==> src/rtl/core/spcf_pkg.sv <==
package spcf_pkg;

  // Row geometry: every row number wraps at MAX_ROWS.
  localparam int MAX_ROWS  = 4096;
  localparam int ROW_W     = $clog2(MAX_ROWS);
  localparam int SEEN_W    = ROW_W + 1;

  // Filter window.
  localparam int PIX_W     = 8;
  localparam int TAPS      = 15;
  localparam int HALF_TAPS = 7;
  localparam int KERNEL [TAPS] = '{2, 7, 20, 44, 80, 121, 155, 168,
                                   155, 121, 80, 44, 20, 7, 2};

  // Arithmetic widths of one window.
  localparam int RESP_W    = 19;             // 1026 * 255 fits in 19 bits
  localparam int GRAY_W    = 12;             // 15 * 255 fits in 12 bits
  localparam int TSUM_W    = 15;             // sum of t * pixel, t up to 14
  localparam int WSUM_W    = ROW_W + GRAY_W; // row-weighted gray sum
  localparam int CENT_W    = ROW_W + 4;      // Q.4 centroid
  localparam int DIV_CNT_W = $clog2(CENT_W);

  // Row queue between the front and the back.
  localparam int QDEPTH    = 8;
  localparam int QPTR_W    = $clog2(QDEPTH);
  localparam int QCNT_W    = QPTR_W + 1;

  // Stream and configuration port widths.
  localparam int OUT_W     = ((2 * ROW_W + 2 * CENT_W + 7) / 8) * 8;
  localparam int CFG_AW    = 3;
  localparam int CFG_DW    = 32;

  // Register index, taken from address bit 2.
  localparam logic REG_START_ROW = 1'b0;
  localparam logic REG_ROW_COUNT = 1'b1;

  localparam logic [ROW_W-1:0] START_ROW_RESET = ROW_W'(480);
  localparam logic [ROW_W-1:0] ROW_COUNT_RESET = ROW_W'(120);

  // One examined window center as it travels to the tracker.
  typedef struct packed {
    logic [RESP_W-1:0] resp;
    logic [GRAY_W-1:0] gray;
    logic [WSUM_W-1:0] wsum;
    logic [ROW_W-1:0]  center;
    logic              last;   // last center of the column
    logic              clr;    // first center after a column start
  } row_item_t;

  typedef enum logic [1:0] {
    B_TRACK,
    B_START,
    B_DIV,
    B_OUT
  } back_state_t;

endpackage

==> src/rtl/core/spcf_front.sv <==
module spcf_front import spcf_pkg::*; (
  input  logic              clk,
  input  logic              rst_n,
  input  logic              in_valid,
  output logic              in_ready,
  input  logic [PIX_W-1:0]  pixel,
  input  logic              column_first,
  input  logic [ROW_W-1:0]  start_row,
  input  logic [ROW_W-1:0]  row_count,
  input  logic [QCNT_W-1:0] q_count,
  output logic              push,
  output row_item_t         push_item
);

  logic [PIX_W-1:0]  window_r [TAPS];
  logic [SEEN_W-1:0] seen_r, seen_nxt;
  logic              clr_pend_r, clr_pend_nxt;

  logic              vld0_r, vld1_r, vld2_r;
  logic [ROW_W-1:0]  center0_r, center1_r, center2_r;
  logic [ROW_W-1:0]  base0_r, base1_r;
  logic              last0_r, last1_r, last2_r;
  logic              clr0_r, clr1_r, clr2_r;

  logic [RESP_W-1:0] resp_a, resp_b, resp_a1_r, resp_b1_r, resp2_r;
  logic [GRAY_W-1:0] gray_s, gray1_r, gray2_r;
  logic [TSUM_W-1:0] tsum_a, tsum_b, tsum_a1_r, tsum_b1_r, tsum2_r;
  logic [GRAY_W-1:0] wrap_s, wrap1_r, wrap2_r;
  logic [WSUM_W-1:0] prod2_r;

  logic              acc, take, row_hit;
  logic [SEEN_W-1:0] seen_base, seen_new, limit;
  logic [ROW_W-1:0]  center_new;
  logic [QCNT_W:0]   in_flight;

  // Accept only while the queue has room for every row already in flight.
  assign in_flight = {1'b0, q_count} + (QCNT_W+1)'(vld0_r) + (QCNT_W+1)'(vld1_r)
                   + (QCNT_W+1)'(vld2_r);
  assign in_ready  = in_flight < (QCNT_W+1)'(QDEPTH);
  assign acc       = in_valid && in_ready;

  // Column position and the window center that the new pixel completes.
  assign limit      = SEEN_W'(2 * HALF_TAPS) + SEEN_W'(row_count);
  assign seen_base  = column_first ? '0 : seen_r;
  assign take       = acc && (seen_base < limit);
  assign seen_new   = seen_base + SEEN_W'(1);
  assign row_hit    = take && (seen_new >= SEEN_W'(TAPS));
  assign center_new = start_row + ROW_W'(seen_new - SEEN_W'(TAPS));

  always_comb begin
    seen_nxt     = seen_r;
    clr_pend_nxt = clr_pend_r;
    if (acc) begin
      seen_nxt = take ? seen_new : seen_base;
      if (row_hit) begin
        clr_pend_nxt = 1'b0;
      end else if (column_first) begin
        clr_pend_nxt = 1'b1;
      end
    end
  end

  always_ff @(posedge clk) begin
    if (!rst_n) begin
      seen_r     <= '0;
      clr_pend_r <= 1'b1;
      vld0_r     <= 1'b0;
      vld1_r     <= 1'b0;
      vld2_r     <= 1'b0;
    end else begin
      seen_r     <= seen_nxt;
      clr_pend_r <= clr_pend_nxt;
      vld0_r     <= row_hit;
      vld1_r     <= vld0_r;
      vld2_r     <= vld1_r;
    end
  end

  // Pixel window, newest pixel at the top.
  always_ff @(posedge clk) begin
    if (take) begin
      for (int i = 0; i < TAPS - 1; i++) begin
        window_r[i] <= window_r[i+1];
      end
      window_r[TAPS-1] <= pixel;
    end
  end

  // Row bookkeeping that travels beside the window.
  always_ff @(posedge clk) begin
    if (row_hit) begin
      center0_r <= center_new;
      base0_r   <= center_new - ROW_W'(HALF_TAPS);
      last0_r   <= (seen_new == limit);
      clr0_r    <= clr_pend_r || column_first;
    end
  end

  // Partial sums of the window: filter response, gray sum, tap-weighted sum
  // and the gray sum of the taps whose row wraps past the last row.
  always_comb begin
    logic [PIX_W:0] pair;
    logic [ROW_W:0] row_sum;
    resp_a = '0;
    resp_b = '0;
    gray_s = '0;
    tsum_a = '0;
    tsum_b = '0;
    wrap_s = '0;
    for (int t = 0; t < HALF_TAPS; t++) begin
      pair = {1'b0, window_r[t]} + {1'b0, window_r[TAPS-1-t]};
      if (t < HALF_TAPS / 2 + 1) begin
        resp_a = resp_a + RESP_W'(KERNEL[t]) * RESP_W'(pair);
      end else begin
        resp_b = resp_b + RESP_W'(KERNEL[t]) * RESP_W'(pair);
      end
    end
    resp_b = resp_b + RESP_W'(KERNEL[HALF_TAPS]) * RESP_W'(window_r[HALF_TAPS]);
    for (int t = 0; t < TAPS; t++) begin
      row_sum = {1'b0, base0_r} + (ROW_W+1)'(t);
      gray_s  = gray_s + GRAY_W'(window_r[t]);
      if (row_sum[ROW_W]) begin
        wrap_s = wrap_s + GRAY_W'(window_r[t]);
      end
      if (t <= HALF_TAPS) begin
        tsum_a = tsum_a + TSUM_W'(t) * TSUM_W'(window_r[t]);
      end else begin
        tsum_b = tsum_b + TSUM_W'(t) * TSUM_W'(window_r[t]);
      end
    end
  end

  always_ff @(posedge clk) begin
    resp_a1_r <= resp_a;
    resp_b1_r <= resp_b;
    gray1_r   <= gray_s;
    tsum_a1_r <= tsum_a;
    tsum_b1_r <= tsum_b;
    wrap1_r   <= wrap_s;
    base1_r   <= base0_r;
    center1_r <= center0_r;
    last1_r   <= last0_r;
    clr1_r    <= clr0_r;
  end

  // Final sums and the base row times the gray sum.
  always_ff @(posedge clk) begin
    resp2_r   <= resp_a1_r + resp_b1_r;
    tsum2_r   <= tsum_a1_r + tsum_b1_r;
    prod2_r   <= WSUM_W'(base1_r) * WSUM_W'(gray1_r);
    gray2_r   <= gray1_r;
    wrap2_r   <= wrap1_r;
    center2_r <= center1_r;
    last2_r   <= last1_r;
    clr2_r    <= clr1_r;
  end

  // Weighted sum: base * gray + sum(t * pixel), less one full row span
  // for every wrapped tap.
  assign push             = vld2_r;
  assign push_item.resp   = resp2_r;
  assign push_item.gray   = gray2_r;
  assign push_item.wsum   = prod2_r + WSUM_W'(tsum2_r) - (WSUM_W'(wrap2_r) << ROW_W);
  assign push_item.center = center2_r;
  assign push_item.last   = last2_r;
  assign push_item.clr    = clr2_r;

endmodule

==> src/rtl/core/spcf_fifo.sv <==
module spcf_fifo import spcf_pkg::*; (
  input  logic              clk,
  input  logic              rst_n,
  input  logic              push,
  input  row_item_t         push_item,
  input  logic              pop,
  output row_item_t         head_item,
  output logic              empty,
  output logic [QCNT_W-1:0] count
);

  row_item_t         mem_r [QDEPTH];
  logic [QPTR_W-1:0] wr_ptr_r, rd_ptr_r;
  logic [QCNT_W-1:0] count_r, count_nxt;

  assign head_item = mem_r[rd_ptr_r];
  assign empty     = (count_r == '0);
  assign count     = count_r;

  always_comb begin
    count_nxt = count_r;
    if (push && !pop) begin
      count_nxt = count_r + QCNT_W'(1);
    end else if (pop && !push) begin
      count_nxt = count_r - QCNT_W'(1);
    end
  end

  always_ff @(posedge clk) begin
    if (!rst_n) begin
      wr_ptr_r <= '0;
      rd_ptr_r <= '0;
      count_r  <= '0;
    end else begin
      count_r <= count_nxt;
      if (push) begin
        wr_ptr_r <= wr_ptr_r + QPTR_W'(1);
      end
      if (pop) begin
        rd_ptr_r <= rd_ptr_r + QPTR_W'(1);
      end
    end
  end

  always_ff @(posedge clk) begin
    if (push) begin
      mem_r[wr_ptr_r] <= push_item;
    end
  end

`ifndef SYNTHESIS
  // The front's credit check must keep the queue from overflowing.
  assert property (@(posedge clk) disable iff (!rst_n)
    push && !pop |-> count_r < QCNT_W'(QDEPTH))
    else $error("row queue overflow");

  // The back only takes an item that is there.
  assert property (@(posedge clk) disable iff (!rst_n)
    pop |-> count_r != '0)
    else $error("row queue underflow");
`endif

endmodule

==> src/rtl/core/spcf_div.sv <==
module spcf_div import spcf_pkg::*; (
  input  logic              clk,
  input  logic              rst_n,
  input  logic              start,
  input  logic [WSUM_W-1:0] dividend,
  input  logic [GRAY_W-1:0] divisor,
  output logic              busy,
  output logic [CENT_W-1:0] quotient
);

  // Restoring division of dividend * 16 by divisor, one quotient bit a cycle.
  logic                 busy_r;
  logic [DIV_CNT_W-1:0] cnt_r;
  logic [GRAY_W-1:0]    rem_r;
  logic [GRAY_W-1:0]    den_r;
  logic [CENT_W-1:0]    low_r;
  logic [CENT_W-1:0]    quo_r;
  logic [GRAY_W:0]      trial;
  logic [GRAY_W:0]      diff;
  logic                 fits;

  assign trial = {rem_r, low_r[CENT_W-1]};
  assign diff  = trial - {1'b0, den_r};
  assign fits  = (trial >= {1'b0, den_r});

  always_ff @(posedge clk) begin
    if (!rst_n) begin
      busy_r <= 1'b0;
    end else if (start) begin
      busy_r <= 1'b1;
    end else if (busy_r && cnt_r == '0) begin
      busy_r <= 1'b0;
    end
  end

  always_ff @(posedge clk) begin
    if (start) begin
      cnt_r <= DIV_CNT_W'(CENT_W - 1);
      rem_r <= dividend[WSUM_W-1:ROW_W];
      low_r <= {dividend[ROW_W-1:0], 4'b0000};
      den_r <= divisor;
      quo_r <= '0;
    end else if (busy_r) begin
      cnt_r <= cnt_r - DIV_CNT_W'(1);
      rem_r <= fits ? diff[GRAY_W-1:0] : trial[GRAY_W-1:0];
      low_r <= {low_r[CENT_W-2:0], 1'b0};
      quo_r <= {quo_r[CENT_W-2:0], fits};
    end
  end

  // A window without any gray value has centroid zero.
  assign busy     = busy_r;
  assign quotient = (den_r == '0) ? '0 : quo_r;

endmodule

==> src/rtl/core/spcf_back.sv <==
module spcf_back import spcf_pkg::*; (
  input  logic             clk,
  input  logic             rst_n,
  input  logic             q_empty,
  input  row_item_t        head_item,
  output logic             pop,
  output logic             out_valid,
  input  logic             out_ready,
  output logic [OUT_W-1:0] out_data
);

  back_state_t       state_r, state_nxt;

  logic [RESP_W-1:0] best_resp_r, second_resp_r;
  logic [ROW_W-1:0]  best_center_r, second_center_r;
  logic [WSUM_W-1:0] best_wsum_r, second_wsum_r;
  logic [GRAY_W-1:0] best_gray_r, second_gray_r;

  logic [RESP_W-1:0] cur_best, cur_second, best_after;
  logic              take_best, take_second;

  logic [ROW_W-1:0]  snap_best_r, snap_second_r;
  logic              div_start, best_busy, second_busy;
  logic [CENT_W-1:0] best_quo, second_quo;

  logic              out_vld_r, out_load;
  logic [OUT_W-1:0]  out_data_r;

  // Tracking rule: a larger response replaces the peak; a response below the
  // updated peak and above the second replaces the second.
  assign cur_best    = head_item.clr ? '0 : best_resp_r;
  assign cur_second  = head_item.clr ? '0 : second_resp_r;
  assign take_best   = head_item.resp > cur_best;
  assign best_after  = take_best ? head_item.resp : cur_best;
  assign take_second = (head_item.resp < best_after) && (head_item.resp > cur_second);

  // Sequencer: track rows, then run both centroid divisions, then hand over.
  always_comb begin
    state_nxt = state_r;
    pop       = 1'b0;
    div_start = 1'b0;
    out_load  = 1'b0;
    case (state_r)
      B_TRACK: begin
        if (!q_empty) begin
          pop = 1'b1;
          if (head_item.last) begin
            state_nxt = B_START;
          end
        end
      end
      B_START: begin
        div_start = 1'b1;
        state_nxt = B_DIV;
      end
      B_DIV: begin
        if (!best_busy && !second_busy) begin
          state_nxt = B_OUT;
        end
      end
      B_OUT: begin
        if (!out_vld_r || out_ready) begin
          out_load  = 1'b1;
          state_nxt = B_TRACK;
        end
      end
      default: begin
        state_nxt = B_TRACK;
      end
    endcase
  end

  always_ff @(posedge clk) begin
    if (!rst_n) begin
      state_r <= B_TRACK;
    end else begin
      state_r <= state_nxt;
    end
  end

  // Tracker registers; a column start clears whatever the new row does not replace.
  always_ff @(posedge clk) begin
    if (!rst_n) begin
      best_resp_r     <= '0;
      second_resp_r   <= '0;
      best_center_r   <= '0;
      second_center_r <= '0;
      best_wsum_r     <= '0;
      second_wsum_r   <= '0;
      best_gray_r     <= '0;
      second_gray_r   <= '0;
    end else if (pop) begin
      if (take_best) begin
        best_resp_r   <= head_item.resp;
        best_center_r <= head_item.center;
        best_wsum_r   <= head_item.wsum;
        best_gray_r   <= head_item.gray;
      end else if (head_item.clr) begin
        best_resp_r   <= '0;
        best_center_r <= '0;
        best_wsum_r   <= '0;
        best_gray_r   <= '0;
      end
      if (take_second) begin
        second_resp_r   <= head_item.resp;
        second_center_r <= head_item.center;
        second_wsum_r   <= head_item.wsum;
        second_gray_r   <= head_item.gray;
      end else if (head_item.clr) begin
        second_resp_r   <= '0;
        second_center_r <= '0;
        second_wsum_r   <= '0;
        second_gray_r   <= '0;
      end
    end
  end

  // Centers are held while the divisions run.
  always_ff @(posedge clk) begin
    if (div_start) begin
      snap_best_r   <= best_center_r;
      snap_second_r <= second_center_r;
    end
  end

  spcf_div u_div_best (
    .clk      (clk),
    .rst_n    (rst_n),
    .start    (div_start),
    .dividend (best_wsum_r),
    .divisor  (best_gray_r),
    .busy     (best_busy),
    .quotient (best_quo)
  );

  spcf_div u_div_second (
    .clk      (clk),
    .rst_n    (rst_n),
    .start    (div_start),
    .dividend (second_wsum_r),
    .divisor  (second_gray_r),
    .busy     (second_busy),
    .quotient (second_quo)
  );

  // Output register.
  always_ff @(posedge clk) begin
    if (!rst_n) begin
      out_vld_r <= 1'b0;
    end else if (out_load) begin
      out_vld_r <= 1'b1;
    end else if (out_ready) begin
      out_vld_r <= 1'b0;
    end
  end

  always_ff @(posedge clk) begin
    if (out_load) begin
      out_data_r <= OUT_W'({second_quo, best_quo, snap_second_r, snap_best_r});
    end
  end

  assign out_valid = out_vld_r;
  assign out_data  = out_data_r;

`ifndef SYNTHESIS
  // The second response never rises above the peak.
  assert property (@(posedge clk) disable iff (!rst_n)
    second_resp_r <= best_resp_r)
    else $error("second response above peak");

  // A finished result is never dropped while the previous one waits.
  assert property (@(posedge clk) disable iff (!rst_n)
    out_load |-> !out_vld_r || out_ready)
    else $error("result overwritten");

  // The dividers are never restarted in the middle of a column result.
  assert property (@(posedge clk) disable iff (!rst_n)
    div_start |-> !best_busy && !second_busy)
    else $error("divider restarted while busy");
`endif

endmodule

==> src/rtl/core/stripe_peak_centroid_finder.sv <==
// After its last search-row pixel a column result passes the front pipeline, the row
// queue, the tracker, the two centroid divisions and the output register. Throughput:
// one pixel per cycle within a column while the row queue has room; the back pops no
// row while it divides and hands over, so back-to-back columns fill the queue and stall.
// Reset: synchronous, active low; clears the column counter, queue and tracker,
// and loads search_start_row = 480 and search_row_count = 120.
module stripe_peak_centroid_finder import spcf_pkg::*; (
  input  logic              clk,
  input  logic              rst_n,
  // Pixel stream.
  input  logic              in_tvalid,
  output logic              in_tready,
  input  logic [PIX_W-1:0]  in_tdata,   // [7:0] pixel
  input  logic              in_tuser,   // [0] column_first
  // Result stream.
  output logic              out_tvalid,
  input  logic              out_tready,
  output logic [OUT_W-1:0]  out_tdata,  // peak_row, second_row, peak_centroid,
                                        // second_centroid from bit 0 up
  // Configuration port.
  input  logic              cfg_psel,
  input  logic              cfg_penable,
  input  logic              cfg_pwrite,
  input  logic [CFG_AW-1:0] cfg_paddr,
  input  logic [CFG_DW-1:0] cfg_pwdata,
  output logic [CFG_DW-1:0] cfg_prdata,
  output logic              cfg_pready
);

  logic [ROW_W-1:0]  start_row_r, row_count_r;
  logic              cfg_wr;
  logic              reg_sel;

  logic              push, pop, q_empty;
  row_item_t         push_item, head_item;
  logic [QCNT_W-1:0] q_count;

  // Configuration registers.
  assign cfg_pready = 1'b1;
  assign reg_sel    = cfg_paddr[2];
  assign cfg_wr     = cfg_psel && cfg_penable && cfg_pwrite && cfg_pready;

  always_ff @(posedge clk) begin
    if (!rst_n) begin
      start_row_r <= START_ROW_RESET;
      row_count_r <= ROW_COUNT_RESET;
    end else if (cfg_wr) begin
      if (reg_sel == REG_START_ROW) begin
        start_row_r <= cfg_pwdata[ROW_W-1:0];
      end else begin
        row_count_r <= cfg_pwdata[ROW_W-1:0];
      end
    end
  end

  assign cfg_prdata = (reg_sel == REG_ROW_COUNT) ? CFG_DW'(row_count_r)
                                                 : CFG_DW'(start_row_r);

  spcf_front u_front (
    .clk          (clk),
    .rst_n        (rst_n),
    .in_valid     (in_tvalid),
    .in_ready     (in_tready),
    .pixel        (in_tdata),
    .column_first (in_tuser),
    .start_row    (start_row_r),
    .row_count    (row_count_r),
    .q_count      (q_count),
    .push         (push),
    .push_item    (push_item)
  );

  spcf_fifo u_fifo (
    .clk       (clk),
    .rst_n     (rst_n),
    .push      (push),
    .push_item (push_item),
    .pop       (pop),
    .head_item (head_item),
    .empty     (q_empty),
    .count     (q_count)
  );

  spcf_back u_back (
    .clk       (clk),
    .rst_n     (rst_n),
    .q_empty   (q_empty),
    .head_item (head_item),
    .pop       (pop),
    .out_valid (out_tvalid),
    .out_ready (out_tready),
    .out_data  (out_tdata)
  );

endmodule

==> config.mk <==
export PLATFORM = sky130hd
export DESIGN_NAME = stripe_peak_centroid_finder
export DESIGN_NICKNAME = d
export VERILOG_FILES = /design/src/rtl/core/spcf_pkg.sv /design/src/rtl/core/spcf_front.sv /design/src/rtl/core/spcf_fifo.sv /design/src/rtl/core/spcf_div.sv /design/src/rtl/core/spcf_back.sv /design/src/rtl/core/stripe_peak_centroid_finder.sv
export SDC_FILE = /design/constraint.sdc
export NUM_CORES = 2
export LEC_CHECK = 0
export BUFFER_PORTS_ARGS = -buffer_cell sky130_fd_sc_hd__buf_2
export CAP_MARGIN = 0
export CORE_MARGIN = 2
export CORE_UTILIZATION = 55
export CTS_BUF_LIST = sky130_fd_sc_hd__clkbuf_8
export DETAILED_ROUTE_END_ITERATION = 7
export GPL_TIMING_DRIVEN = 0
export PLACE_DENSITY_LB_ADDON = 0.12
export SETUP_SLACK_MARGIN = 0.2
export SLEW_MARGIN = 40
export SYNTH_ARGS = -nofsm -noshare
export SYNTH_HDL_FRONTEND = slang
export SYNTH_SLANG_ARGS = --single-unit
==> constraint.sdc <==
create_clock -name clk -period 14.9 [get_ports clk]
set_clock_uncertainty 0.1 [all_clocks]
set_input_delay 1.49 -clock clk [delete_from_list [all_inputs] [get_ports clk]]
set_output_delay 1.49 -clock clk [all_outputs]
set_load 0.01 [all_outputs]
# Word level (Yosys, flattened, before mapping)
# Memories as Yosys holds them, arrays and structs flattened. A register that Yosys moved wholly into a read port is not among the register bits.
# Cells that the tools add are included.
# totals
regBits,622
mem_bits_rw,672
in_bits,51
out_inout_bits,91
wordCells,286
memories,2
# mem_list
memory,depth,word_bits,read_ports,rd_ports_with_merged_regs,wr,line_no,source
u_fifo.mem_r,8,69,1,1,1,spcf_fifo.sv:12,row_item_t mem_r [QDEPTH];
u_front.window_r,15,8,15,0,15,spcf_front.sv:15,logic [PIX_W-1:0] window_r [TAPS];
# op_classes
n_addsub,86
mul,18
magnitude_cmp,8
n_eq_ne,8
muxes,65
bitwise,1
n_reduce_logical,39
# ops
op,count
12-bit by 8-bit adder with 12-bit output,25
12-bit two-way mux,25
12-bit by 4-bit adder with 13-bit output (second input constant),7
8-bit by 8-bit adder with 9-bit output,9
19-bit two-way mux,4
15-bit by 12-bit adder with 15-bit output,5
24-bit two-way mux,3
16-bit two-way mux,4
12-bit by 3-bit adder with 13-bit output (second input constant),4
15-bit by 11-bit adder with 15-bit output,3
3-bit by 8-bit multiplier with 11-bit output (first input constant),4
19-bit greater-than comparator,2
3-bit by 9-bit multiplier with 12-bit output (first input constant),3
4-bit by 8-bit multiplier with 12-bit output (first input constant),3
15-bit by 10-bit adder with 15-bit output,2
2-bit by 8-bit multiplier with 10-bit output (first input constant),3
12-bit by 2-bit adder with 13-bit output (second input constant),2
13-bit by 12-bit greater-or-equal comparator with 1-bit output,2
13-bit two-way mux,2
24-bit by 15-bit adder with 24-bit output,1
12-bit zero test,2
12-bit by 12-bit multiplier with 24-bit output,1
12-bit subtractor,2
24-bit subtractor,1
other kinds (49),106

# Logic depth before layout (Yosys ltp)
# logic_depth
ltp_word,28
depth_mapped,64
mapped_depth_nobuf,63

# By module
# Synthesis repeated with hierarchy kept, for this count alone.
# unflattened
cells_unflattened,6531
hier_area_um2,79517.5
# by_module_without_submodules
mod,n_inst,cells_each,area_per_inst_um2,seq_area_each_um2
spcf_front,1,4123,41483.5,8928.6
spcf_fifo,1,866,21349.2,16836.1
spcf_back,1,840,9262.6,5144.9
spcf_div,2,284,3071.7,1501.4
stripe_peak_centroid_finder,1,134,1278.7,480.5

# Least setup slack after synthesis
# OpenSTA, ideal clock, no wires.
# synth_path
path_type,register to register
startpoint,register u_front.base0_r[2]
endpoint,register u_front.wrap1_r[11]
setup_ns,0.118
t_arrival_ns,10.888
t_required_ns,14.682
setup_slack_ns,3.794
stages_incl_launch_ff,53
path_buffers,2
synth_period_minus_slack_ns,11.106
path_cell_list,edfxtp_1 -> clkbuf_1 -> and2_1 -> and3_1 -> clkbuf_1 -> and3_1 -> ha_1 -> inv_1 -> fa_1 -> nor2_1 -> fa_1 -> and3_1 -> inv_1 -> fa_1 -> nor2_1 -> fa_1 -> and2_1 -> inv_1 -> (+17 left out) -> inv_1 -> fa_1 -> nor2_1 -> inv_1 -> fa_1 -> nor2_1 -> ha_1 -> a21o_1 -> a21o_1 -> a21o_1 -> a21oi_1 -> o21bai_1 -> a21oi_1 -> nor2b_1 -> o211ai_1 -> nor3_2 -> xnor2_1 -> xnor2_1
# synth_between
elab_chain_cells,28
elab_cells_between_ends,41
cone_classes,27 x add/sub; 14 x mux
# synth_lines
item,line_no,source
from (decl),spcf_front.sv:21,"logic [ROW_W-1:0] base0_r, base1_r;"
from (signal assigned),spcf_front.sv:93,base0_r <= center_new - ROW_W'(HALF_TAPS);
12-bit by 1-bit adder with 13-bit output,spcf_front.sv:120,"row_sum = {1'b0, base0_r} + (ROW_W+1)'(t);"
8-bit two-way mux,spcf_front.sv:122,if (row_sum[ROW_W]) begin
8-bit by 8-bit adder with 9-bit output,spcf_front.sv:123,wrap_s = wrap_s + GRAY_W'(window_r[t]);
12-bit two-way mux,spcf_front.sv:122,
12-bit by 8-bit adder with 12-bit output,spcf_front.sv:123,
12-bit two-way mux,spcf_front.sv:122,
12-bit by 8-bit adder with 12-bit output,spcf_front.sv:123,
12-bit two-way mux,spcf_front.sv:122,
(+13 left out),--,
12-bit two-way mux,spcf_front.sv:122,
12-bit by 8-bit adder with 12-bit output,spcf_front.sv:123,
12-bit two-way mux,spcf_front.sv:122,
12-bit by 8-bit adder with 12-bit output,spcf_front.sv:123,
12-bit two-way mux,spcf_front.sv:122,
12-bit by 8-bit adder with 12-bit output,spcf_front.sv:123,
12-bit two-way mux *,spcf_front.sv:122,
named net u_front.wrap_s[11],spcf_front.sv:28,"logic [GRAY_W-1:0] wrap_s, wrap1_r, wrap2_r;"
to (signal assigned),spcf_front.sv:139,wrap1_r <= wrap_s;
to (decl),spcf_front.sv:28,
# The timed path passes the listed nets; every way through them passes the cells marked *.
# A chain may end at the register's enable or synchronous reset.

# Final worst setup path
# layout_path
startpoint,register u_front.base0_r[9]
endpoint,register u_front.wrap1_r[11]
# Same word-level chain as after synthesis.

==> flow_summary.ini <==
[run_status]
outcome = finished, final reports clean

[cts]
cts_buffers = 209
cts_resized = 0
cts.sinks = 1293
postCtsHoldBufs = 0
tritoncts = built
clk_path_buf_depth = 3
cts.reportedPaths.clkPinSlew_ps = 60
h-tree-depth = 4
root_buffer = clkbuf_8
post_cts_buffers = 0
clk_latency_ps = 980

[synth]
yosysTopAreaCellShare_pct = 32.3
synthArstFlopShare_pct = 0
synth-edff-count = 850
synthDistinctLibCells = 78
yosysSeqAreaShare_pct = 43.5
yosysTopAreaCell = edfxtp_1
syn_avg_cell_area_um2 = 11.9
yosysWarnings = 0
synth_area_um2 = 79000
synth_seq_cells = 1293
syn_inst = 6638
ys_top_cells_by_area = edfxtp_1 (32%), fa_1 (12%), ha_1 (12%)
ys.flop_type = edfxtp_1

[detailed_routing]
drc = 0
wl_per_cell_um = 20.9
viasPerCell = 5.43
drt-initial-drc-count = 2949
ant_nets = 0
first_pass_iters = 7
routed_wl_um = 191000
vias = 49500

[place]
io_buffers = 98
gp_congestion = 0.922
hpwl_um = 149000

[sta]
fin_crit_ps = 13380
finalCritPeriodShare_pct = 89.8
final_max_slew_viol_count = 0
hold_violations = 0
max_slew_margin_pct = 42.3
max_freq_mhz = 74.7
rsz0062_at_grt = no
tightest_slew_ps = 865
fin_setup_tns_ps = 0
finalSetupViolCount = 0

[critical_path]
path_class = flip-flop to flip-flop
worst-endpoint-arrival_ps = 14180
worstSetupStartpointType = flip-flop
worst-path-max-fanout = 10
cp_common_cell = ha_1
cp_slowest_cell = nor2_2
required_ps = 15690
endpoint_kind = flip-flop
slowest_delay_ps = 510

[grt]
first_global_vias = 50500
grt_pass1_wl_um = 295000
overflow = 0
antenna_found_initial = 7
track_usage_pct = 26.6
grt_max_degree = 36

[floorplan]
die_w_um = 383
fp.dieH_um = 383
core_area_um2 = 143000
start_util_pct = 55.2
dieArea_um2 = 147000
rows = 139
ios = 142

[run]
maxCapViolCount = 0

[cells_and_area]
seq_area_um2 = 34400
drive_gt1_share_pct = 11.4
area.growth.synth_to_final_pct = 10.8
multiInputGateArea_um2 = 40500
fin_nets = 8345
fill_cells = 11500

[hold_path]
hp-class = flip-flop to flip-flop
kinds of logic (layout without fill, tap and decap cells):
logic type	count (synthesis)	count (layout)	share of synthesized area (%)
AOI/OAI and AO/OA	963	963	7.58
xor gates and xnor gates	382	382	4.31
adders and majority gates	1265	1265	24.7
buffers and inverters	1141	1699	5.52
DFF	1293	1293	43.5
muxes	354	354	6.85
other	2	23	0.00951
and+or+nand+nor	1238	1238	7.52
state kept, by name, summed over array words and instances, names as in the netlist, 16 cells and up, named ones only:
| signal | flops |
|---|---|
| u_back.out_data | 56 |
| u_back.second_resp_r | 19 |
| u_front.resp2_r | 19 |
| u_back.u_div_best.quo_r | 16 |
| u_front.resp_a1_r | 16 |
| u_front.prod2_r | 24 |
| u_back.best_resp_r | 19 |
| u_front.window_r | 120 |
| u_back.second_wsum_r | 24 |
| u_front.resp_b1_r | 19 |
| u_back.u_div_second.quo_r | 16 |
| u_back.best_wsum_r | 24 |
| u_fifo.mem_r | 552 |
synthesized netlist by cell type (31+ instances only):
library cell    n
inv_1         956
edfxtp_1      850
ha_1          774
fa_1          489
dfxtp_1       443
nand2_1       431
a21oi_1       318
nor2_1        282
xnor2_1       264
o21ai_0       175
nor2b_1       152
mux4_2        138
clkbuf_1      133
and2_1        117
xor2_1        112
mux2i_1       110
a21o_1        108
o21bai_1      108
mux2_2        103
a22oi_1        59
nand2b_1       57
a21boi_0       51
nor3_1         51
o21a_1         38
nand3_1        32
a211oi_1       31
metal layers:
metal / track usage, % / vias up / share of wire, %
met3: 3.51 / 307 / 4.4
met5: 0 / - / 0
met2: 45.7 / 1159 / 50
met4: 9.59 / 0 / 3.6
met1: 34.4 / 24600 / 42
li1: - / 23500 / -
worst paths after layout:
| path | from | endpoint | slack, ps | cells after the start |
|---|---|---|---|---|
| setup reg to reg | u_front.base0_r[9] | u_front.wrap1_r[11] | 1520 | 61 |
| setup / recovery | u_front.base0_r[9] | u_front.wrap1_r[11] | 1520 | 61 |
| hold reg to reg | u_front.wrap1_r[4] | u_front.wrap2_r[4] | 220 | 0 |
| hold / removal | u_front.wrap1_r[4] | u_front.wrap2_r[4] | 220 | 0 |
layout make-up:
type | instances | area share, %
multi-input combinational | 4223 | 46.3
sequential | 1293 | 39.3
inverter | 956 | 4.10
clock buffer | 243 | 3.82
tap | 1903 | 2.72
timing repair buffer | 163 | 1.59
clock inverter | 152 | 1.28
buffer | 185 | 0.926
antenna | 2 | 0.00572
critical path: cells and delay by family (launching register included):
family	cells	cell delay, ps
adders and majority gates	13	4270
and+or+nand+nor	22	4220
AOI/OAI and AO/OA	15	2440
xor gates and xnor gates	8	1260
buffers and inverters	2	420
DFF	1	370
muxes	1	240
metrics by stage:
stage / worst slack [ps] / instance area, um2 / instances / utilization [%] / hold WS [ps]
final: 1520 / 87600 / 9120 / 61.2 / 222
after global routing: 609 / 87600 / 9119 / 61.2 / 226
after CTS: 1560 / 87600 / 9118 / 61.2 / 220
after detailed placement: 1650 / 83100 / 8723 / 58.1 / 212
after global placement: 1780 / 81900 / 8658 / 57.3 / 212
after floorplan: 3790 / 79100 / 6657 / - / 210
placed cells by master (no fill, tap or decap), types with 120 or more instances in the layout:
cell and instances:
clkbuf_1 120, o21ai_0 175, buf_2 123, a21oi_1 316, ha_1 773, inv_1 1020, clkbuf_8 243, dfxtp_1 443
nor2b_1 151, nand2_1 431, nor2_1 275, mux4_2 138, fa_1 489, edfxtp_1 850, xnor2_1 256
Power is left out: the tool's default activity adds up to more than one toggle a clock period on the data nets, which glitch-free logic cannot reach.
